===== src/hdl/mgpe_pkg.sv =====
// Shared constants, codes and types for the monochrome glyph pixel expander.
package mgpe_pkg;

    // Glyph and address geometry.
    localparam int MAX_GLYPH_BITS = 64;
    localparam int ADDRESS_BITS   = 32;

    // Width of a held glyph width, able to hold MAX_GLYPH_BITS itself.
    localparam int WID_W = $clog2(MAX_GLYPH_BITS + 1);
    // Width of the byte-within-row counter.
    localparam int BIR_W = $clog2(MAX_GLYPH_BITS / 8 + 1);
    // Width of a pixel index within a row.
    localparam int PIX_W = BIR_W + 3;

    // Field widths fixed by the port list.
    localparam int IN_ADDR_W  = 32;
    localparam int GEOM_W     = 7;
    localparam int COLOR_W    = 24;
    localparam int PITCH_W    = 16;
    localparam int FMT_W      = 2;
    localparam int CFG_IDX_W  = 2;
    localparam int BYTES_W    = 3;

    // Job queue between the front and back halves.
    localparam int FIFO_DEPTH = 4;
    localparam int FIFO_AW    = $clog2(FIFO_DEPTH);
    localparam int FIFO_CW    = $clog2(FIFO_DEPTH + 1);

    // Input word codes.
    localparam logic ACT_START = 1'b0;
    localparam logic ACT_BYTE  = 1'b1;

    // Pixel format codes.
    localparam logic [FMT_W-1:0] FMT_8BPP  = 2'd0;
    localparam logic [FMT_W-1:0] FMT_16BPP = 2'd1;
    localparam logic [FMT_W-1:0] FMT_24BPP = 2'd2;
    localparam logic [FMT_W-1:0] FMT_32BPP = 2'd3;

    // Configuration register indexes.
    localparam logic [CFG_IDX_W-1:0] CFG_PIXEL_FORMAT     = 2'd0;
    localparam logic [CFG_IDX_W-1:0] CFG_FOREGROUND_COLOR = 2'd1;
    localparam logic [CFG_IDX_W-1:0] CFG_LINE_PITCH       = 2'd2;

    // One bitmap byte ready for expansion: its row address, its position
    // within the row and the set bits that fall inside the glyph width.
    typedef struct packed {
        logic [ADDRESS_BITS-1:0] row_base;
        logic [BIR_W-1:0]        byte_idx;
        logic [7:0]              mask;
    } job_t;

endpackage


===== src/hdl/mgpe_front.sv =====
// Front half: accepts words, tracks glyph geometry and emits expansion jobs.
module mgpe_front
    import mgpe_pkg::*;
(
    input  logic                 clk,
    input  logic                 rst_n,
    input  logic                 in_take,
    input  logic                 action,
    input  logic [IN_ADDR_W-1:0] base_address,
    input  logic [GEOM_W-1:0]    glyph_width,
    input  logic [GEOM_W-1:0]    glyph_rows,
    input  logic [7:0]           glyph_byte,
    input  logic [PITCH_W-1:0]   line_pitch,
    output logic                 job_push,
    output job_t                 job
);

    logic [ADDRESS_BITS-1:0] row_base_reg, row_base_next;
    logic [GEOM_W-1:0]       row_index_reg, row_index_next;
    logic [BIR_W-1:0]        byte_in_row_reg, byte_in_row_next;
    logic [WID_W-1:0]        width_held_reg, width_held_next;
    logic [GEOM_W-1:0]       rows_held_reg, rows_held_next;

    logic                    ignore_byte;
    logic [7:0]              in_mask;
    logic [WID_W:0]          bytes_per_row;
    logic                    row_done;

    always_comb
    begin
        in_mask = '0;
        for (int j = 0; j < 8; j++)
        begin
            if (int'({byte_in_row_reg, 3'(j)}) < int'(width_held_reg))
            begin
                in_mask[7-j] = glyph_byte[7-j];
            end
        end
    end

    assign ignore_byte   = (width_held_reg == '0) || (row_index_reg >= rows_held_reg);
    assign bytes_per_row = ((WID_W+1)'(width_held_reg) + (WID_W+1)'(7)) >> 3;
    assign row_done      = ((WID_W+1)'(byte_in_row_reg) + (WID_W+1)'(1)) >= bytes_per_row;

    always_comb
    begin
        row_base_next    = row_base_reg;
        row_index_next   = row_index_reg;
        byte_in_row_next = byte_in_row_reg;
        width_held_next  = width_held_reg;
        rows_held_next   = rows_held_reg;
        if (in_take)
        begin
            if (action == ACT_START)
            begin
                row_base_next    = ADDRESS_BITS'(base_address);
                rows_held_next   = glyph_rows;
                row_index_next   = '0;
                byte_in_row_next = '0;
                if (int'(glyph_width) > MAX_GLYPH_BITS)
                begin
                    width_held_next = WID_W'(MAX_GLYPH_BITS);
                end
                else
                begin
                    width_held_next = WID_W'(glyph_width);
                end
            end
            else if (!ignore_byte)
            begin
                if (row_done)
                begin
                    byte_in_row_next = '0;
                    row_index_next   = row_index_reg + GEOM_W'(1);
                    row_base_next    = row_base_reg + ADDRESS_BITS'(line_pitch);
                end
                else
                begin
                    byte_in_row_next = byte_in_row_reg + BIR_W'(1);
                end
            end
        end
    end

    always_ff @(posedge clk or negedge rst_n)
    begin
        if (!rst_n)
        begin
            row_base_reg    <= '0;
            row_index_reg   <= '0;
            byte_in_row_reg <= '0;
            width_held_reg  <= '0;
            rows_held_reg   <= '0;
        end
        else
        begin
            row_base_reg    <= row_base_next;
            row_index_reg   <= row_index_next;
            byte_in_row_reg <= byte_in_row_next;
            width_held_reg  <= width_held_next;
            rows_held_reg   <= rows_held_next;
        end
    end

    // Bytes with no visible set bit only move the counters forward.
    assign job_push     = in_take && (action == ACT_BYTE) && !ignore_byte && (in_mask != '0);
    assign job.row_base = row_base_reg;
    assign job.byte_idx = byte_in_row_reg;
    assign job.mask     = in_mask;

endmodule


===== src/hdl/mgpe_job_fifo.sv =====
// Short job queue between the front and back halves.
module mgpe_job_fifo
    import mgpe_pkg::*;
(
    input  logic clk,
    input  logic rst_n,
    input  logic push,
    input  job_t push_data,
    output logic full,
    input  logic pop,
    output job_t pop_data,
    output logic not_empty
);

    job_t               mem [FIFO_DEPTH];
    logic [FIFO_AW-1:0] wr_ptr_reg, wr_ptr_next;
    logic [FIFO_AW-1:0] rd_ptr_reg, rd_ptr_next;
    logic [FIFO_CW-1:0] count_reg, count_next;
    logic               do_push, do_pop;

    assign full      = (count_reg == FIFO_CW'(FIFO_DEPTH));
    assign not_empty = (count_reg != '0);
    assign do_push   = push && !full;
    assign do_pop    = pop && not_empty;
    assign pop_data  = mem[rd_ptr_reg];

    always_comb
    begin
        wr_ptr_next = wr_ptr_reg;
        rd_ptr_next = rd_ptr_reg;
        count_next  = count_reg;
        if (do_push)
        begin
            wr_ptr_next = (int'(wr_ptr_reg) == FIFO_DEPTH - 1) ? '0 : wr_ptr_reg + FIFO_AW'(1);
        end
        if (do_pop)
        begin
            rd_ptr_next = (int'(rd_ptr_reg) == FIFO_DEPTH - 1) ? '0 : rd_ptr_reg + FIFO_AW'(1);
        end
        if (do_push && !do_pop)
        begin
            count_next = count_reg + FIFO_CW'(1);
        end
        else if (do_pop && !do_push)
        begin
            count_next = count_reg - FIFO_CW'(1);
        end
    end

    always_ff @(posedge clk or negedge rst_n)
    begin
        if (!rst_n)
        begin
            wr_ptr_reg <= '0;
            rd_ptr_reg <= '0;
            count_reg  <= '0;
        end
        else
        begin
            wr_ptr_reg <= wr_ptr_next;
            rd_ptr_reg <= rd_ptr_next;
            count_reg  <= count_next;
        end
    end

    always_ff @(posedge clk)
    begin
        if (do_push)
        begin
            mem[wr_ptr_reg] <= push_data;
        end
    end

`ifndef SYNTH
    a_no_push_when_full : assert property (@(posedge clk) disable iff (!rst_n)
        push |-> !full)
        else $error("job pushed into a full queue");
    a_count_bounded : assert property (@(posedge clk) disable iff (!rst_n)
        count_reg <= FIFO_CW'(FIFO_DEPTH))
        else $error("job queue count out of range");
`endif

endmodule


===== src/hdl/mgpe_back.sv =====
// Back half: turns each job into one pixel write per set bit, one per cycle while the result side takes them.
module mgpe_back
    import mgpe_pkg::*;
(
    input  logic                    clk,
    input  logic                    rst_n,
    input  logic                    job_valid,
    input  job_t                    job,
    output logic                    job_take,
    input  logic [FMT_W-1:0]        pixel_format,
    input  logic [COLOR_W-1:0]      foreground_color,
    input  logic                    out_pop,
    output logic                    out_valid,
    output logic [IN_ADDR_W-1:0]    write_address,
    output logic [COLOR_W-1:0]      write_data,
    output logic [BYTES_W-1:0]      write_bytes,
    output logic                    last
);

    logic                    busy_reg, busy_next;
    job_t                    cur_reg, cur_next;
    logic                    out_valid_reg, out_valid_next;
    logic [ADDRESS_BITS-1:0] addr_reg, addr_next;
    logic [COLOR_W-1:0]      data_reg, data_next;
    logic [BYTES_W-1:0]      bytes_reg, bytes_next;
    logic                    last_reg, last_next;

    logic                    out_free;
    logic                    emit;
    logic [2:0]              sel_bit;
    logic                    found;
    logic [7:0]              rest_mask;
    logic [PIX_W-1:0]        pixel;
    logic [PIX_W+1:0]        offset;
    logic [COLOR_W-1:0]      color;

    // Leftmost remaining set bit is the next pixel.
    always_comb
    begin
        sel_bit = '0;
        found   = 1'b0;
        for (int j = 0; j < 8; j++)
        begin
            if (!found && cur_reg.mask[7-j])
            begin
                sel_bit = 3'(j);
                found   = 1'b1;
            end
        end
    end

    assign rest_mask = cur_reg.mask & ~(8'h80 >> sel_bit);
    assign pixel     = {cur_reg.byte_idx, sel_bit};

    always_comb
    begin
        case (pixel_format)
            FMT_8BPP:  offset = (PIX_W+2)'(pixel);
            FMT_16BPP: offset = (PIX_W+2)'(pixel) << 1;
            FMT_24BPP: offset = (PIX_W+2)'(pixel) + ((PIX_W+2)'(pixel) << 1);
            default:   offset = (PIX_W+2)'(pixel) << 2;
        endcase
        case (pixel_format)
            FMT_8BPP:  color = {16'h0000, foreground_color[7:0]};
            FMT_16BPP: color = {8'h00, foreground_color[15:0]};
            default:   color = foreground_color;
        endcase
    end

    assign out_free = !out_valid_reg || out_pop;
    assign emit     = busy_reg && out_free;
    assign job_take = job_valid && (!busy_reg || (emit && (rest_mask == '0)));

    always_comb
    begin
        busy_next      = busy_reg;
        cur_next       = cur_reg;
        out_valid_next = out_valid_reg;
        addr_next      = addr_reg;
        data_next      = data_reg;
        bytes_next     = bytes_reg;
        last_next      = last_reg;
        if (out_pop)
        begin
            out_valid_next = 1'b0;
        end
        if (emit)
        begin
            out_valid_next = 1'b1;
            addr_next      = cur_reg.row_base + ADDRESS_BITS'(offset);
            data_next      = color;
            bytes_next     = BYTES_W'(pixel_format) + BYTES_W'(1);
            last_next      = (rest_mask == '0);
            cur_next.mask  = rest_mask;
            if (rest_mask == '0)
            begin
                busy_next = 1'b0;
            end
        end
        if (job_take)
        begin
            busy_next = 1'b1;
            cur_next  = job;
        end
    end

    always_ff @(posedge clk or negedge rst_n)
    begin
        if (!rst_n)
        begin
            busy_reg      <= 1'b0;
            out_valid_reg <= 1'b0;
        end
        else
        begin
            busy_reg      <= busy_next;
            out_valid_reg <= out_valid_next;
        end
    end

    always_ff @(posedge clk)
    begin
        cur_reg   <= cur_next;
        addr_reg  <= addr_next;
        data_reg  <= data_next;
        bytes_reg <= bytes_next;
        last_reg  <= last_next;
    end

    assign out_valid     = out_valid_reg;
    assign write_address = IN_ADDR_W'(addr_reg);
    assign write_data    = data_reg;
    assign write_bytes   = bytes_reg;
    assign last          = last_reg;

`ifndef SYNTH
    a_busy_has_bits : assert property (@(posedge clk) disable iff (!rst_n)
        busy_reg |-> (cur_reg.mask != '0))
        else $error("pixel engine busy with an empty job");
    a_held_write_stable : assert property (@(posedge clk) disable iff (!rst_n)
        (out_valid_reg && !out_pop) |=> (out_valid_reg && $stable(addr_reg)
            && $stable(last_reg)))
        else $error("waiting pixel write changed before it was taken");
`endif

endmodule


===== src/hdl/mono_glyph_pixel_expander_top.sv =====
// Top level of the monochrome glyph pixel expander: configuration and halves.
// Path: a bitmap byte accepted at the front is written into the job queue, then
// into the back's job register, and its pixel writes are registered on the result
// side; start words and bytes without visible set bits produce nothing.
// Throughput: one input word per cycle at the front unless the job queue is full,
// and one pixel write per cycle at the back while the result side takes them.
// Reset: asynchronous, active low; clears control state, sets 8bpp, white, pitch 640.
module mono_glyph_pixel_expander_top
    import mgpe_pkg::*;
(
    input  logic                  clk,
    input  logic                  rst_n,
    // Input word queue side.
    input  logic                  push,
    output logic                  full,
    input  logic                  action,
    input  logic [IN_ADDR_W-1:0]  base_address,
    input  logic [GEOM_W-1:0]     glyph_width,
    input  logic [GEOM_W-1:0]     glyph_rows,
    input  logic [7:0]            glyph_byte,
    // Result word queue side.
    output logic                  empty,
    input  logic                  pop,
    output logic [IN_ADDR_W-1:0]  write_address,
    output logic [COLOR_W-1:0]    write_data,
    output logic [BYTES_W-1:0]    write_bytes,
    output logic                  last,
    // Configuration write channel.
    input  logic                  cfg_valid,
    output logic                  cfg_ready,
    input  logic [CFG_IDX_W-1:0]  cfg_index,
    input  logic [COLOR_W-1:0]    cfg_data
);

    logic [FMT_W-1:0]   pixel_format_reg;
    logic [COLOR_W-1:0] foreground_color_reg;
    logic [PITCH_W-1:0] line_pitch_reg;

    logic in_take;
    logic job_push;
    job_t job_in;
    job_t job_out;
    logic job_full;
    logic job_valid;
    logic job_take;
    logic out_valid;

    // Configuration registers take a word on every handshake; an index past
    // the last register is accepted and has no effect.
    assign cfg_ready = 1'b1;

    always_ff @(posedge clk or negedge rst_n)
    begin
        if (!rst_n)
        begin
            pixel_format_reg     <= FMT_8BPP;
            foreground_color_reg <= 24'hFF_FFFF;
            line_pitch_reg       <= 16'd640;
        end
        else if (cfg_valid && cfg_ready)
        begin
            if (cfg_index == CFG_PIXEL_FORMAT)
            begin
                pixel_format_reg <= cfg_data[FMT_W-1:0];
            end
            if (cfg_index == CFG_FOREGROUND_COLOR)
            begin
                foreground_color_reg <= cfg_data;
            end
            if (cfg_index == CFG_LINE_PITCH)
            begin
                line_pitch_reg <= cfg_data[PITCH_W-1:0];
            end
        end
    end

    // The front only stalls when the job queue is full, so start words and
    // empty bytes keep flowing while the back is still expanding pixels.
    assign full    = job_full;
    assign in_take = push && !job_full;

    mgpe_front u_front (
        .clk          (clk),
        .rst_n        (rst_n),
        .in_take      (in_take),
        .action       (action),
        .base_address (base_address),
        .glyph_width  (glyph_width),
        .glyph_rows   (glyph_rows),
        .glyph_byte   (glyph_byte),
        .line_pitch   (line_pitch_reg),
        .job_push     (job_push),
        .job          (job_in)
    );

    mgpe_job_fifo u_job_fifo (
        .clk       (clk),
        .rst_n     (rst_n),
        .push      (job_push),
        .push_data (job_in),
        .full      (job_full),
        .pop       (job_take),
        .pop_data  (job_out),
        .not_empty (job_valid)
    );

    // The back holds one job and a registered result word, so a waiting
    // result never blocks the queue from filling behind it.
    mgpe_back u_back (
        .clk              (clk),
        .rst_n            (rst_n),
        .job_valid        (job_valid),
        .job              (job_out),
        .job_take         (job_take),
        .pixel_format     (pixel_format_reg),
        .foreground_color (foreground_color_reg),
        .out_pop          (pop),
        .out_valid        (out_valid),
        .write_address    (write_address),
        .write_data       (write_data),
        .write_bytes      (write_bytes),
        .last             (last)
    );

    assign empty = !out_valid;

endmodule


===== config.mk =====
export PLATFORM = sky130hd
export DESIGN_NAME = mono_glyph_pixel_expander_top
export DESIGN_NICKNAME = d
export VERILOG_FILES = /design/src/hdl/mgpe_pkg.sv /design/src/hdl/mgpe_front.sv /design/src/hdl/mgpe_job_fifo.sv /design/src/hdl/mgpe_back.sv /design/src/hdl/mono_glyph_pixel_expander_top.sv
export SDC_FILE = /design/constraint.sdc
export NUM_CORES = 1
export LEC_CHECK = 0
export ABC_AREA = 1
export BUFFER_PORTS_ARGS = -buffer_cell sky130_fd_sc_hd__buf_2
export CAP_MARGIN = 20
export CELL_PAD_IN_SITES_DETAIL_PLACEMENT = 0
export CELL_PAD_IN_SITES_GLOBAL_PLACEMENT = 1
export CORE_ASPECT_RATIO = 0.75
export CORE_MARGIN = 2
export CORE_UTILIZATION = 32
export DETAILED_ROUTE_END_ITERATION = 10
export HOLD_SLACK_MARGIN = 0.02
export PLACE_DENSITY_LB_ADDON = 0.2
export SLEW_MARGIN = 20
export SYNTH_ARGS = -nofsm -noshare
export SYNTH_HDL_FRONTEND = slang
export SYNTH_SLANG_ARGS = --single-unit
export TNS_END_PERCENT = 30

===== constraint.sdc =====
create_clock -name clk -period 7 [get_ports clk]
set_input_delay 1.05 -clock clk [delete_from_list [all_inputs] [get_ports clk]]
set_output_delay 1.05 -clock clk [all_outputs]
set_load 0.005 [all_outputs]

==> summary.md, run 1 <==
| Metric | Value |
|---|---|
| Switching Share | `36.5%` |
| Ys flop type | `edfxtp_1` |
| Post-synthesis sequential area ratio | `between 60% and 70%` |
| Drt drc | `0` |
| TritonCTS Buffers | `42` |
| Initial Util | `32.6%` |
| Pint | `5080 uW` |
| CTS tree | `done` |
| Setup violators final | `0` |
| Clk sinks | `388` |
| Die area | `0.0593 mm^2` |
| Setup_tns | `0 ns` |
| Clk slew on worst S/H paths | `0.06 ns` |
| Ys async rst share | `27.8%` |
| Critical Path Source | `u_back.cur_reg[5]` |
| Syn Area/Cell | `10.2 um^2` |
| IO Port Bufs | `around 150` |
| H-tree depth | `2` |
| Ranking of synthesized cells by area | `edfxtp_1 (46%), dfrtp_1 (11%), nand2_1 (6.6%)` |
| RSZ-0062 raised after global routing | `no` |
| # nets final | `2099` |
| Post-Synthesis Cells | `1800` |
| Die Wd | `280 um` |
| Worst Path Max Fanout | `6` |
| Via-per-instance ratio | `4.78` |
| Post-DP Area | `around 0.020 mm^2` |
| Core region area | `about 0.056 mm^2` |
| Maximum clock path buffer count | `3` |
| Total power | `8000 uW` |
| PD cells | `378 mW/mm^2` |
| Minimum clock period | `4.45 ns` |
| Clock share of power | `26.4%` |
| Wirelength per Cell | `17.5 um` |
| Synth Net Count | `1954` |
| Vias in the first global route | `12900` |
| Switch Pwr | `2920 uW` |
| Storage element area | `0.0111 mm^2` |
| Largest net degree at the start of global routing | `a little under 90` |
| P_leak | `~0.0087 uW` |
| Initial antenna violation count | `0` |
| Most frequent cell after synthesis | `nand2_1` |
| Post-DP HPWL | `32900 um` |
| Post-synth top area cell | `edfxtp_1` |
| Die height | `around 210 um` |
| CP required | `around 7.3 ns` |
| Hold Path Class | `flop to flop` |
| Post-synth top cells | `nand2_1 (323), edfxtp_1 (280), nor2_1 (232)` |
| FP Rows | `75` |
| Filler cell count | `5626` |
| Flop pwr share | `44.5%` |
| Total length of routed wires | `approximately 47000 um` |
| Multi-input gate area | `0.00627 mm^2` |
| Post-synth EDFFs | `280` |
| Post-CTS Resized | `0` |
| Warnings, synthesis | `0` |
| DR pass1 iterations | `5` |
| Vias | `13000` |
| Critical Path AT | `4.77 ns` |
| Post-CTS Setup Bufs | `0` |
| Final hold vios | `0` |
| Antenna viol nets, final | `0` |
| Global-route wire length before repair | `74700 um` |
| Layout cells sized above 1 | `15.1%` |
| #FFs+latches synth | `388` |
| Max reg flops | `176` |
| Slew at the pin closest to its max-slew limit | `0.979 ns` |
| Logic gate share of total power | `29.1%` |
| Post-route cell area | `0.0211 mm^2` |
| Worst R2R Setup Slack | `2.55 ns` |
| Cts hold-fix bufs | `0` |
| DR iter-0 viols | `891` |
| Status | `completed` |
| Congestion Overflow GR | `0` |
| MaxCap Viol Count | `0` |
| Clock Latency Late Sink | `0.57 ns` |
| Setup crit end kind | `flop` |
| Startpoint types | `flop` |
| Area delta synth->final | `15.2%` |
| Slew margin rel. | `about 35%` |
| Top-area cell type share of the netlist area | `45.8%` |
| I/O pin count | `149` |
| Final Slew Violations | `0` |
| Clk root buf | `clkbuf_16` |
| Fmax achieved | `between 200 and 250 MHz` |
| Tcrit/Tclk final | `between 60% and 70%` |
| Clk_skew | `~0.027 ns` |
| Worst hold start | `foreground_color_reg[16]` |
| Post-synth cell types | `56` |
| Worst vdd rail ir drop | `0.000156 V` |
| Final Util | `37.6%` |
| GRT Overall Usage | `16.2%` |
| Kind of critical path | `flop to flop` |
| RR Startpoint | `u_back.cur_reg[5]` |
| Syn Std Cell Area | `0.0183 mm^2` |
| GPL Wtd Cong | `0.835` |
## power groups by stage
stage / registers, uW / logic (uW) / clock network (uW)
after floorplan: 3430 / 1690 / 0
after global placement: 3590 / 2350 / 0
after detailed placement: 3610 / 2350 / 0
after CTS: 3560 / 2360 / 2160
after global routing: 3630 / 2700 / 2260
final: 3560 / 2330 / 2110
## logic make-up after synthesis
logic type / Yosys count / share of synthesized area [%]
adder cells (fa/ha/maj): 68 / 4.80
XOR/XNOR: 43 / 2.05
flip-flops: 388 / 60.7
AND/OR/NAND/NOR: 707 / 16.1
multiplexers: 2 / 0.123
buffers and inverters: 242 / 5.29
AO/OA/AOI/OAI: 349 / 10.8
other: 1 / 0.0204
## stage by stage
step                instances  setup WS, ns  hold slack (ns)
finish                   2710          2.55            0.474
global route             2709          2.04            0.496
detailed placement       2632          2.56            0.468
floorplan                1800          3.00            0.448
CTS                      2709          2.55            0.477
global placement         2632          2.60            0.462
## cells in the final DEF, fill, tap and decap left out, types with 26 or more instances in the layout
cell	count
a21oi_1	66
buf_2	146
clkbuf_16	43
dfrtp_1	80
dfstp_2	26
edfxtp_1	280
ha_1	64
inv_1	174
nand2_1	323
nand3_1	73
nor2_1	228
o21ai_0	191
o22ai_1	46
xor2_1	30
## worst max-delay path: stages (launching register included)
cell and delay [ns]:
edfxtp_1 0.44, nor2_4 0.16, nand3_1 0.10, nor2_1 0.16, o21ai_2 0.11, o21ai_0 0.30
ha_1 0.37, fa_1 0.22, nand2_1 0.07, nand2_1 0.06, a21oi_1 0.07, or2_2 0.29
nand2_1 0.06, nand2_1 0.06, nand2_1 0.06, nand2_1 0.05, nand3_1 0.07, a22oi_1 0.08
ha_1 0.37, nand2_1 0.13, o21ai_2 0.21, a21oi_1 0.14, nor3_1 0.31, nand2_1 0.12
xor2_1 0.17
## area by class of cell
class,count,share of cell area (%)
clock buffer,56,5.46
clock inverter,21,0.598
antenna,1,0.0118
timing repair buffer,162,4.02
tap,731,4.33
multi-input combinational,1170,29.7
inverter,181,3.21
sequential,388,52.7
## path summary, 6_finish.rpt
path	to	cells after the start
setup / recovery	u_back.write_address[16]	24
hold / removal	foreground_color_reg[16]	2
setup reg to reg	u_back.write_address[16]	24
hold reg to reg	foreground_color_reg[16]	2
max in group asynchronous	u_job_fifo.rd_ptr_reg[1]	2
min in group asynchronous	u_front.row_base_reg[26]	1
## layer usage
metal	vias up	routed length, um	GRT usage [%]
li1	6451	-	-
met1	6215	24400	24.5
met2	235	20400	24.4
met3	58	1900	2.36
met4	0	837	4.04
met5	-	0	0
Power figures use the tool's default switching activity.
==> run 2, diff against run 1 <==
- ABC_AREA: 1 -> 0
- clock period: 7 -> 4.6 ns (I/O delays scaled with it)
==> summary.md, run 2 <==
| Metric | Value |
|---|---|
| Largest net degree at the start of global routing | `61 (-30%)` |
| Most frequent cells in the layout | `edfxtp_1 (280), buf_2 (146), nand2_1 (85)` |
| Most frequent cell after synthesis | `edfxtp_1` |
| Die height | `206 um (-2.5%)` |
| GRT Overall Usage | `14.9% (-1.4 points)` |
| Clock Latency Late Sink | `0.57 ns (about the same)` |
| TritonCTS Buffers | `43 (+2.4%)` |
| Post-Synth Adder-Cell Area | `5.06% (+0.26 points)` |
| CP required | `4.90 ns (-2.42 ns)` |
| Initial antenna violation count | `1 (+1)` |
| Area delta synth->final | `18.3%` |
| Synth Net Count | `1363 (-30%)` |
| Minimum clock period | `4.23 ns (-0.217 ns)` |
| Ys async rst share | `27.8% (unchanged)` |
| Via-per-instance ratio | `4.83 (+0.97%)` |
| Cts hold-fix bufs | `0 (unchanged)` |
| Clk sinks | `388 (unchanged)` |
| Commonest non-fill, non-tap cell in the layout | `edfxtp_1` |
| Setup violators final | `0 (unchanged)` |
| Post-synth top cells | `edfxtp_1 (280), nand2_1 (85), dfrtp_1 (82)` |
| Tcrit/Tclk final | `92.0% (+28 points)` |
| Hold Path Class | `input pin to asynchronous set/reset pin` |
| P_leak | `0.00793 uW (-8.8%)` |
| Slew at the pin closest to its max-slew limit | `1.05 ns (+0.0730 ns)` |
| RR Startpoint | `u_back.cur_reg[6]` |
| Clk slew on worst S/H paths | `0.06 ns (about the same)` |
| Setup_tns | `0 ns (unchanged)` |
| Die area | `0.0563 mm^2 (-5.0%)` |
| Filler cell count | `5117 (-9.0%)` |
| CTS tree | `done` |
| Post-synthesis sequential area ratio | `64.0% (+3.2 points)` |
| Storage element area | `0.0111 mm^2 (unchanged)` |
| Post-synth EDFFs | `280 (unchanged)` |
| Multi-input gate area | `0.00597 mm^2 (-4.7%)` |
| Syn Area/Cell | `14.4 um^2 (+41%)` |
| Final Slew Violations | `0 (unchanged)` |
| Status | `completed` |
| Post-synth cell types | `68 (+21%)` |
| Syn Std Cell Area | `0.0174 mm^2 (-5.1%)` |
| Drt drc | `0 (unchanged)` |
| Max reg flops | `176 (unchanged)` |
| Global-route wire length before repair | `63500 um (-15%)` |
| Critical-path cell list | `nor2_1 -> nand2_1 -> nor3_2 -> nand2_1 -> a22oi_2 -> ha_2 -> fa_1 -> a221o_1 -> a21oi_1 -> a21oi_1 -> ha_1 -> nor2b_1 -> o21ai_0 -> nand2b_1 -> a21boi_0 -> o21ai_1 -> buf_4 -> nand4b_1 -> xnor2_1` |
| Wirelength per Cell | `19.4 um (+11%)` |
| Warnings, synthesis | `0 (unchanged)` |
| #FFs+latches synth | `388 (unchanged)` |
| Ys flop type | `edfxtp_1` |
| Initial Util | `32.2% (-0.43 points)` |
| Largest family of logic cells by synthesized area | `multiplexers` |
| PD cells | `579 mW/mm^2 (+53%)` |
| Clk root buf | `clkbuf_16` |
| Die Wd | `273 um (-2.5%)` |
| Compound-Gate Fraction of Synth Area | `7.20% (-3.6 points)` |
| Post-DP Area | `0.0191 mm^2 (-3.6%)` |
| I/O pin count | `149 (unchanged)` |
| IO Port Bufs | `147 (unchanged)` |
| Total length of routed wires | `41300 um (-13%)` |
| Kind of critical path | `flop to flop` |
| Layout cells sized above 1 | `26.8% (+12 points)` |
| # nets final | `1530 (-27%)` |
| Vias in the first global route | `10300 (-20%)` |
| Worst path slowest cell | `edfxtp_1` |
| Setup crit end kind | `flop` |
| Total power | `11900 uW (+49%)` |
| Post-CTS Setup Bufs | `0 (unchanged)` |
| Fmax achieved | `236 MHz (+5.1%)` |
| Post-CTS Resized | `0 (unchanged)` |
| Post-Synthesis Cells | `1209 (-33%)` |
| Top-area cell type share of the netlist area | `48.3% (+2.4 points)` |
| Post-synthesis mux area share | `10.5% (+10 points)` |
| Post-Synth XOR/XNOR Area | `2.92% (+0.86 points)` |
| FP Rows | `74 (-1.3%)` |
| Critical Path Source | `u_back.cur_reg[6]` |
| Vias | `10300 (-21%)` |
| Congestion Overflow GR | `0 (unchanged)` |
| Diodes inserted | `0 (-1)` |
| Worst Path Max Fanout | `11 (+5)` |
| H-tree depth | `2 (unchanged)` |
| Startpoint types | `flop` |
| Hold slack | `0.200 ns (-0.274 ns)` |
| DR iter-0 viols | `663 (-26%)` |
| Antenna viol nets, final | `0 (unchanged)` |
| Critical Path AT | `4.53 ns (-0.24 ns)` |
| Post-DP HPWL | `27400 um (-17%)` |
| Post-route cell area | `0.0206 mm^2 (-2.5%)` |
| RSZ-0062 raised after global routing | `no` |
| Post-Synth Simple-Gate Area | `8.43% (-7.7 points)` |
| MaxCap Viol Count | `0 (unchanged)` |
| Worst path max stage delay | `0.43 ns (about the same)` |
| GPL Wtd Cong | `0.810 (-3.0%)` |
| Post-synth top area cell | `edfxtp_1` |
| Maximum clock path buffer count | `3 (unchanged)` |
| Clk_skew | `0.0290 ns (+0.00235 ns)` |
| Worst vdd rail ir drop | `0.000243 V (+56%)` |
| Final hold vios | `0 (unchanged)` |
| Ranking of synthesized cells by area | `edfxtp_1 (48%), dfrtp_1 (12%), mux4_2 (5.7%)` |
| Slew margin rel. | `29.8% (-4.7 points)` |
| Core region area | `0.0542 mm^2 (-3.8%)` |
| DR pass1 iterations | `5 (unchanged)` |
==> run 2: cell count changes after synthesis, moves of 43 or more <==
cell / before / now
inv_1: 176 / 40
mux2_2: 2 / 45
mux4_2: 0 / 44
nand2_1: 323 / 85
nand3_1: 74 / 31
nor2_1: 232 / 57
o21ai_0: 191 / 58
==> run 2: logic make-up after synthesis <==
group / after synthesis
compound gates: 200
xor+xnor: 58
fa+ha+maj: 68
buf+inv: 85
flops: 388
mux: 118
other cells: 1
simple gates: 291
==> run 2: routing by layer <==
layer	vias up	share of wire, %	global-route usage (%)
li1	4906	-	-
met1	5179	50	21.7
met2	156	45	22.5
met3	48	4.0	3.17
met4	0	1.7	3.53
met5	-	0	0
==> run 2: cell type report <==
type | instances | share of cell area [%]
Sequential cell | 388 | 54.1
Multi-Input combinational cell | 736 | 29.0
Clock buffer | 55 | 5.69
Timing Repair Buffer | 167 | 4.80
Tap cell | 722 | 4.38
Clock inverter | 23 | 1.36
Inverter | 40 | 0.728
==> run 2: worst max-delay path: cells and delay by family, from the launching register on <==
kind                     cells  cell delay, ns
AO/OA/AOI/OAI                7            1.30
adder cells (fa/ha/maj)      3            1.04
AND/OR/NAND/NOR              7            0.92
flip-flops                   1            0.43
buffers and inverters        1            0.21
XOR/XNOR                     1            0.07
==> run 2: power breakdown <==
part	total [uW]	switching, uW	internal, uW
clock	3570	1420	2150
combinational	3120	1710	1410
sequential	5240	580	4660
==> run 2: through the flow <==
step / setup WS (ns) / utilization [%] / std cells
floorplan: 0.606 / - / 1209
global placement: 0.213 / 35.3 / 2053
finish: 0.367 / 38.1 / 2131
detailed placement: 0.160 / 35.3 / 2053
global route: 0.0000426 / 38.1 / 2131
CTS: 0.138 / 38.0 / 2131
==> run 2: final timing paths <==
check                                           end  slack [ns]  depth (start not counted)
setup / recovery           u_back.write_address[22]        0.37                         19
hold / removal                  pixel_format_reg[1]        0.20                          1
setup reg to reg           u_back.write_address[22]        0.37                         19
hold reg to reg            u_front.rows_held_reg[0]        0.49                          2
max in group asynchronous  foreground_color_reg[15]        3.50                          2
min in group clk           u_front.rows_held_reg[0]        0.33                          3
==> run 3, diff against run 2 <==
- REMOVE_ABC_BUFFERS: unset -> 1
==> summary.md, run 3 (synthesis results as in run 2) <==
| Metric | Value |
|---|---|
| Status | `completed` |
| H-tree depth | `2 (unchanged)` |
| TritonCTS Buffers | `43 (unchanged)` |
| Clk slew on worst S/H paths | `0.06 ns (about the same)` |
| Fmax achieved | `239 MHz (+1.0%)` |
| Final Slew Violations | `0 (unchanged)` |
| DR pass1 iterations | `7 (+2)` |
| Slew margin rel. | `32.8% (+3.0 points)` |
| Worst path slowest cell | `fa_1` |
| Area delta synth->final | `17.4%` |
| Filler cell count | `5171 (+1.1%)` |
| Drt drc | `0 (unchanged)` |
| RR Startpoint | `u_back.cur_reg[7]` |
| Layout cells sized above 1 | `26.3% (-0.48 points)` |
| Tcrit/Tclk final | `91.1% (-0.95 points)` |
| Worst vdd rail ir drop | `0.000235 V (-3.4%)` |
| CTS tree | `done` |
| Initial Util | `32.2% (unchanged)` |
| Post-CTS Setup Bufs | `0 (unchanged)` |
| Worst Path Max Fanout | `11 (unchanged)` |
| Critical-path cell list | `nor2_1 -> nand2_1 -> nor3_2 -> nand2_1 -> a22oi_2 -> ha_2 -> fa_1 -> a221o_1 -> a21oi_1 -> a21oi_1 -> ha_1 -> nor2b_1 -> o21ai_0 -> nand2b_1 -> a21boi_0 -> o21ai_1 -> buf_4 -> nand4b_1 -> xnor2_1` |
| Kind of critical path | `flop to flop` |
| GRT Overall Usage | `14.9% (+0.058 points)` |
| Clk root buf | `clkbuf_16` |
| Global-route wire length before repair | `63800 um (+0.59%)` |
| Worst r2r path cells | `19 (unchanged)` |
| Total length of routed wires | `41300 um (about the same)` |
| Clk_skew | `0.0318 ns (+0.00282 ns)` |
| Vias in the first global route | `10500 (+2.0%)` |
| Post-route cell area | `0.0204 mm^2 (-0.81%)` |
| CP required | `4.90 ns (about the same)` |
| GPL Wtd Cong | `0.769 (-5.1%)` |
| P_leak | `0.00785 uW (-0.97%)` |
| Via-per-instance ratio | `4.86 (+0.57%)` |
| IO Port Bufs | `147 (unchanged)` |
| MaxCap Viol Count | `0 (unchanged)` |
| Worst R2R Setup Slack | `0.41 ns (+0.04 ns)` |
| Post-DP HPWL | `27700 um (+0.91%)` |
| Congestion Overflow GR | `0 (unchanged)` |
| Worst R2R End | `u_back.write_address[22]` |
| I/O pin count | `149 (unchanged)` |
| Cts hold-fix bufs | `0 (unchanged)` |
| Initial antenna violation count | `0 (-1)` |
| Die Wd | `273 um (unchanged)` |
| Startpoint types | `flop` |
| Core region area | `0.0542 mm^2 (unchanged)` |
| # nets final | `1531 (+0.065%)` |
| PD cells | `566 mW/mm^2 (-2.1%)` |
| Hold Path Class | `input pin to asynchronous set/reset pin` |
| Die area | `0.0563 mm^2 (unchanged)` |
| RSZ-0062 raised after global routing | `no` |
| Setup violators final | `0 (unchanged)` |
| Critical Path AT | `4.49 ns (-0.04 ns)` |
| Max reg flops | `176 (unchanged)` |
| Setup_tns | `0 ns (unchanged)` |
| Worst path max stage delay | `0.42 ns (about the same)` |
| Largest net degree at the start of global routing | `61 (unchanged)` |
| DR iter-0 viols | `547 (-17%)` |
| Minimum clock period | `4.19 ns (-0.0435 ns)` |
| Post-CTS Resized | `0 (unchanged)` |
| Most frequent cells in the layout | `edfxtp_1 (280), buf_2 (146), nand2_1 (85)` |
| Vias | `10400 (+0.71%)` |
| Slew at the pin closest to its max-slew limit | `1.01 ns (-0.0444 ns)` |
| Antenna viol nets, final | `0 (unchanged)` |
| Wirelength per Cell | `19.4 um (-0.23%)` |
| Final hold vios | `0 (unchanged)` |
| FP Rows | `74 (unchanged)` |
| Diodes inserted | `0 (unchanged)` |
| Setup crit end kind | `flop` |
| Maximum clock path buffer count | `3 (unchanged)` |
| Commonest non-fill, non-tap cell in the layout | `edfxtp_1` |
| Clk sinks | `388 (unchanged)` |
| Clock Latency Late Sink | `0.57 ns (about the same)` |
| Die height | `206 um (unchanged)` |
| Post-DP Area | `0.0191 mm^2 (-0.22%)` |
-- run 3: cell types whose count changed in the layout (fill, tap and decap cells not counted), moves of 2 or more --
cell,change
bufinv_16,-6
buf_4,+5
clkbuf_1,+5
buf_12,-4
clkinv_1,+4
clkbuf_8,+3
clkinv_2,-2
-- run 3: critical path, delay by kind of cell, from the launching register on --
kind | cells | cell delay [ns]
DFF | 1 | 0.41
adders and majority gates | 3 | 1.05
xor gates and xnor gates | 1 | 0.07
and+or+nand+nor | 7 | 0.91
buffers and inverters | 1 | 0.21
AOI/OAI and AO/OA | 7 | 1.27
-- run 3: per-layer routing --
layer	vias up	GRT usage (%)	part of all wire [%]
li1	4923	-	-
met1	5212	21.0	47
met2	180	23.9	47
met3	47	2.46	4.0
met4	0	4.08	1.8
met5	-	0	0
-- run 3: final cells by class --
cell class / instances / area, um^2 / area share, %
Clock buffer: 63 / 1230 / 6.03
Tap cell: 722 / 903 / 4.42
Clock inverter: 17 / 92.6 / 0.453
Timing Repair Buffer: 168 / 946 / 4.63
Sequential cell: 388 / 11100 / 54.5
Inverter: 40 / 150 / 0.734
Multi-Input combinational cell: 736 / 5970 / 29.2
-- run 3: power by group --
group,total [uW],internal (uW),switching (uW),leakage (uW)
combinational,3080,1380,1700,0.00333
clock,3250,1860,1390,0.000648
sequential,5250,4660,583,0.00387
-- run 3: worst max-delay path by stage --
stage                      startpoint                  endpoint  slack [ns]
CTS                 u_back.cur_reg[7]  u_back.write_address[22]        0.26
global route        u_back.cur_reg[7]  u_back.write_address[22]        0.04
floorplan           u_back.cur_reg[7]  u_back.write_address[21]        0.34
global placement    u_back.cur_reg[7]  u_back.write_address[22]        0.33
detailed placement  u_back.cur_reg[7]  u_back.write_address[26]        0.28
finish              u_back.cur_reg[7]  u_back.write_address[22]        0.41
-- run 3: stage by stage --
step	cells	power (uW)	hold slack, ns	setup slack (ns)	utilization [%]
floorplan	1164	7320	0.394	0.343	-
global placement	2054	8380	0.469	0.333	35.3
detailed placement	2054	8440	0.475	0.278	35.3
CTS	2134	11800	0.188	0.263	37.7
global route	2134	12300	0.217	0.0432	37.7
finish	2134	11600	0.189	0.411	37.7
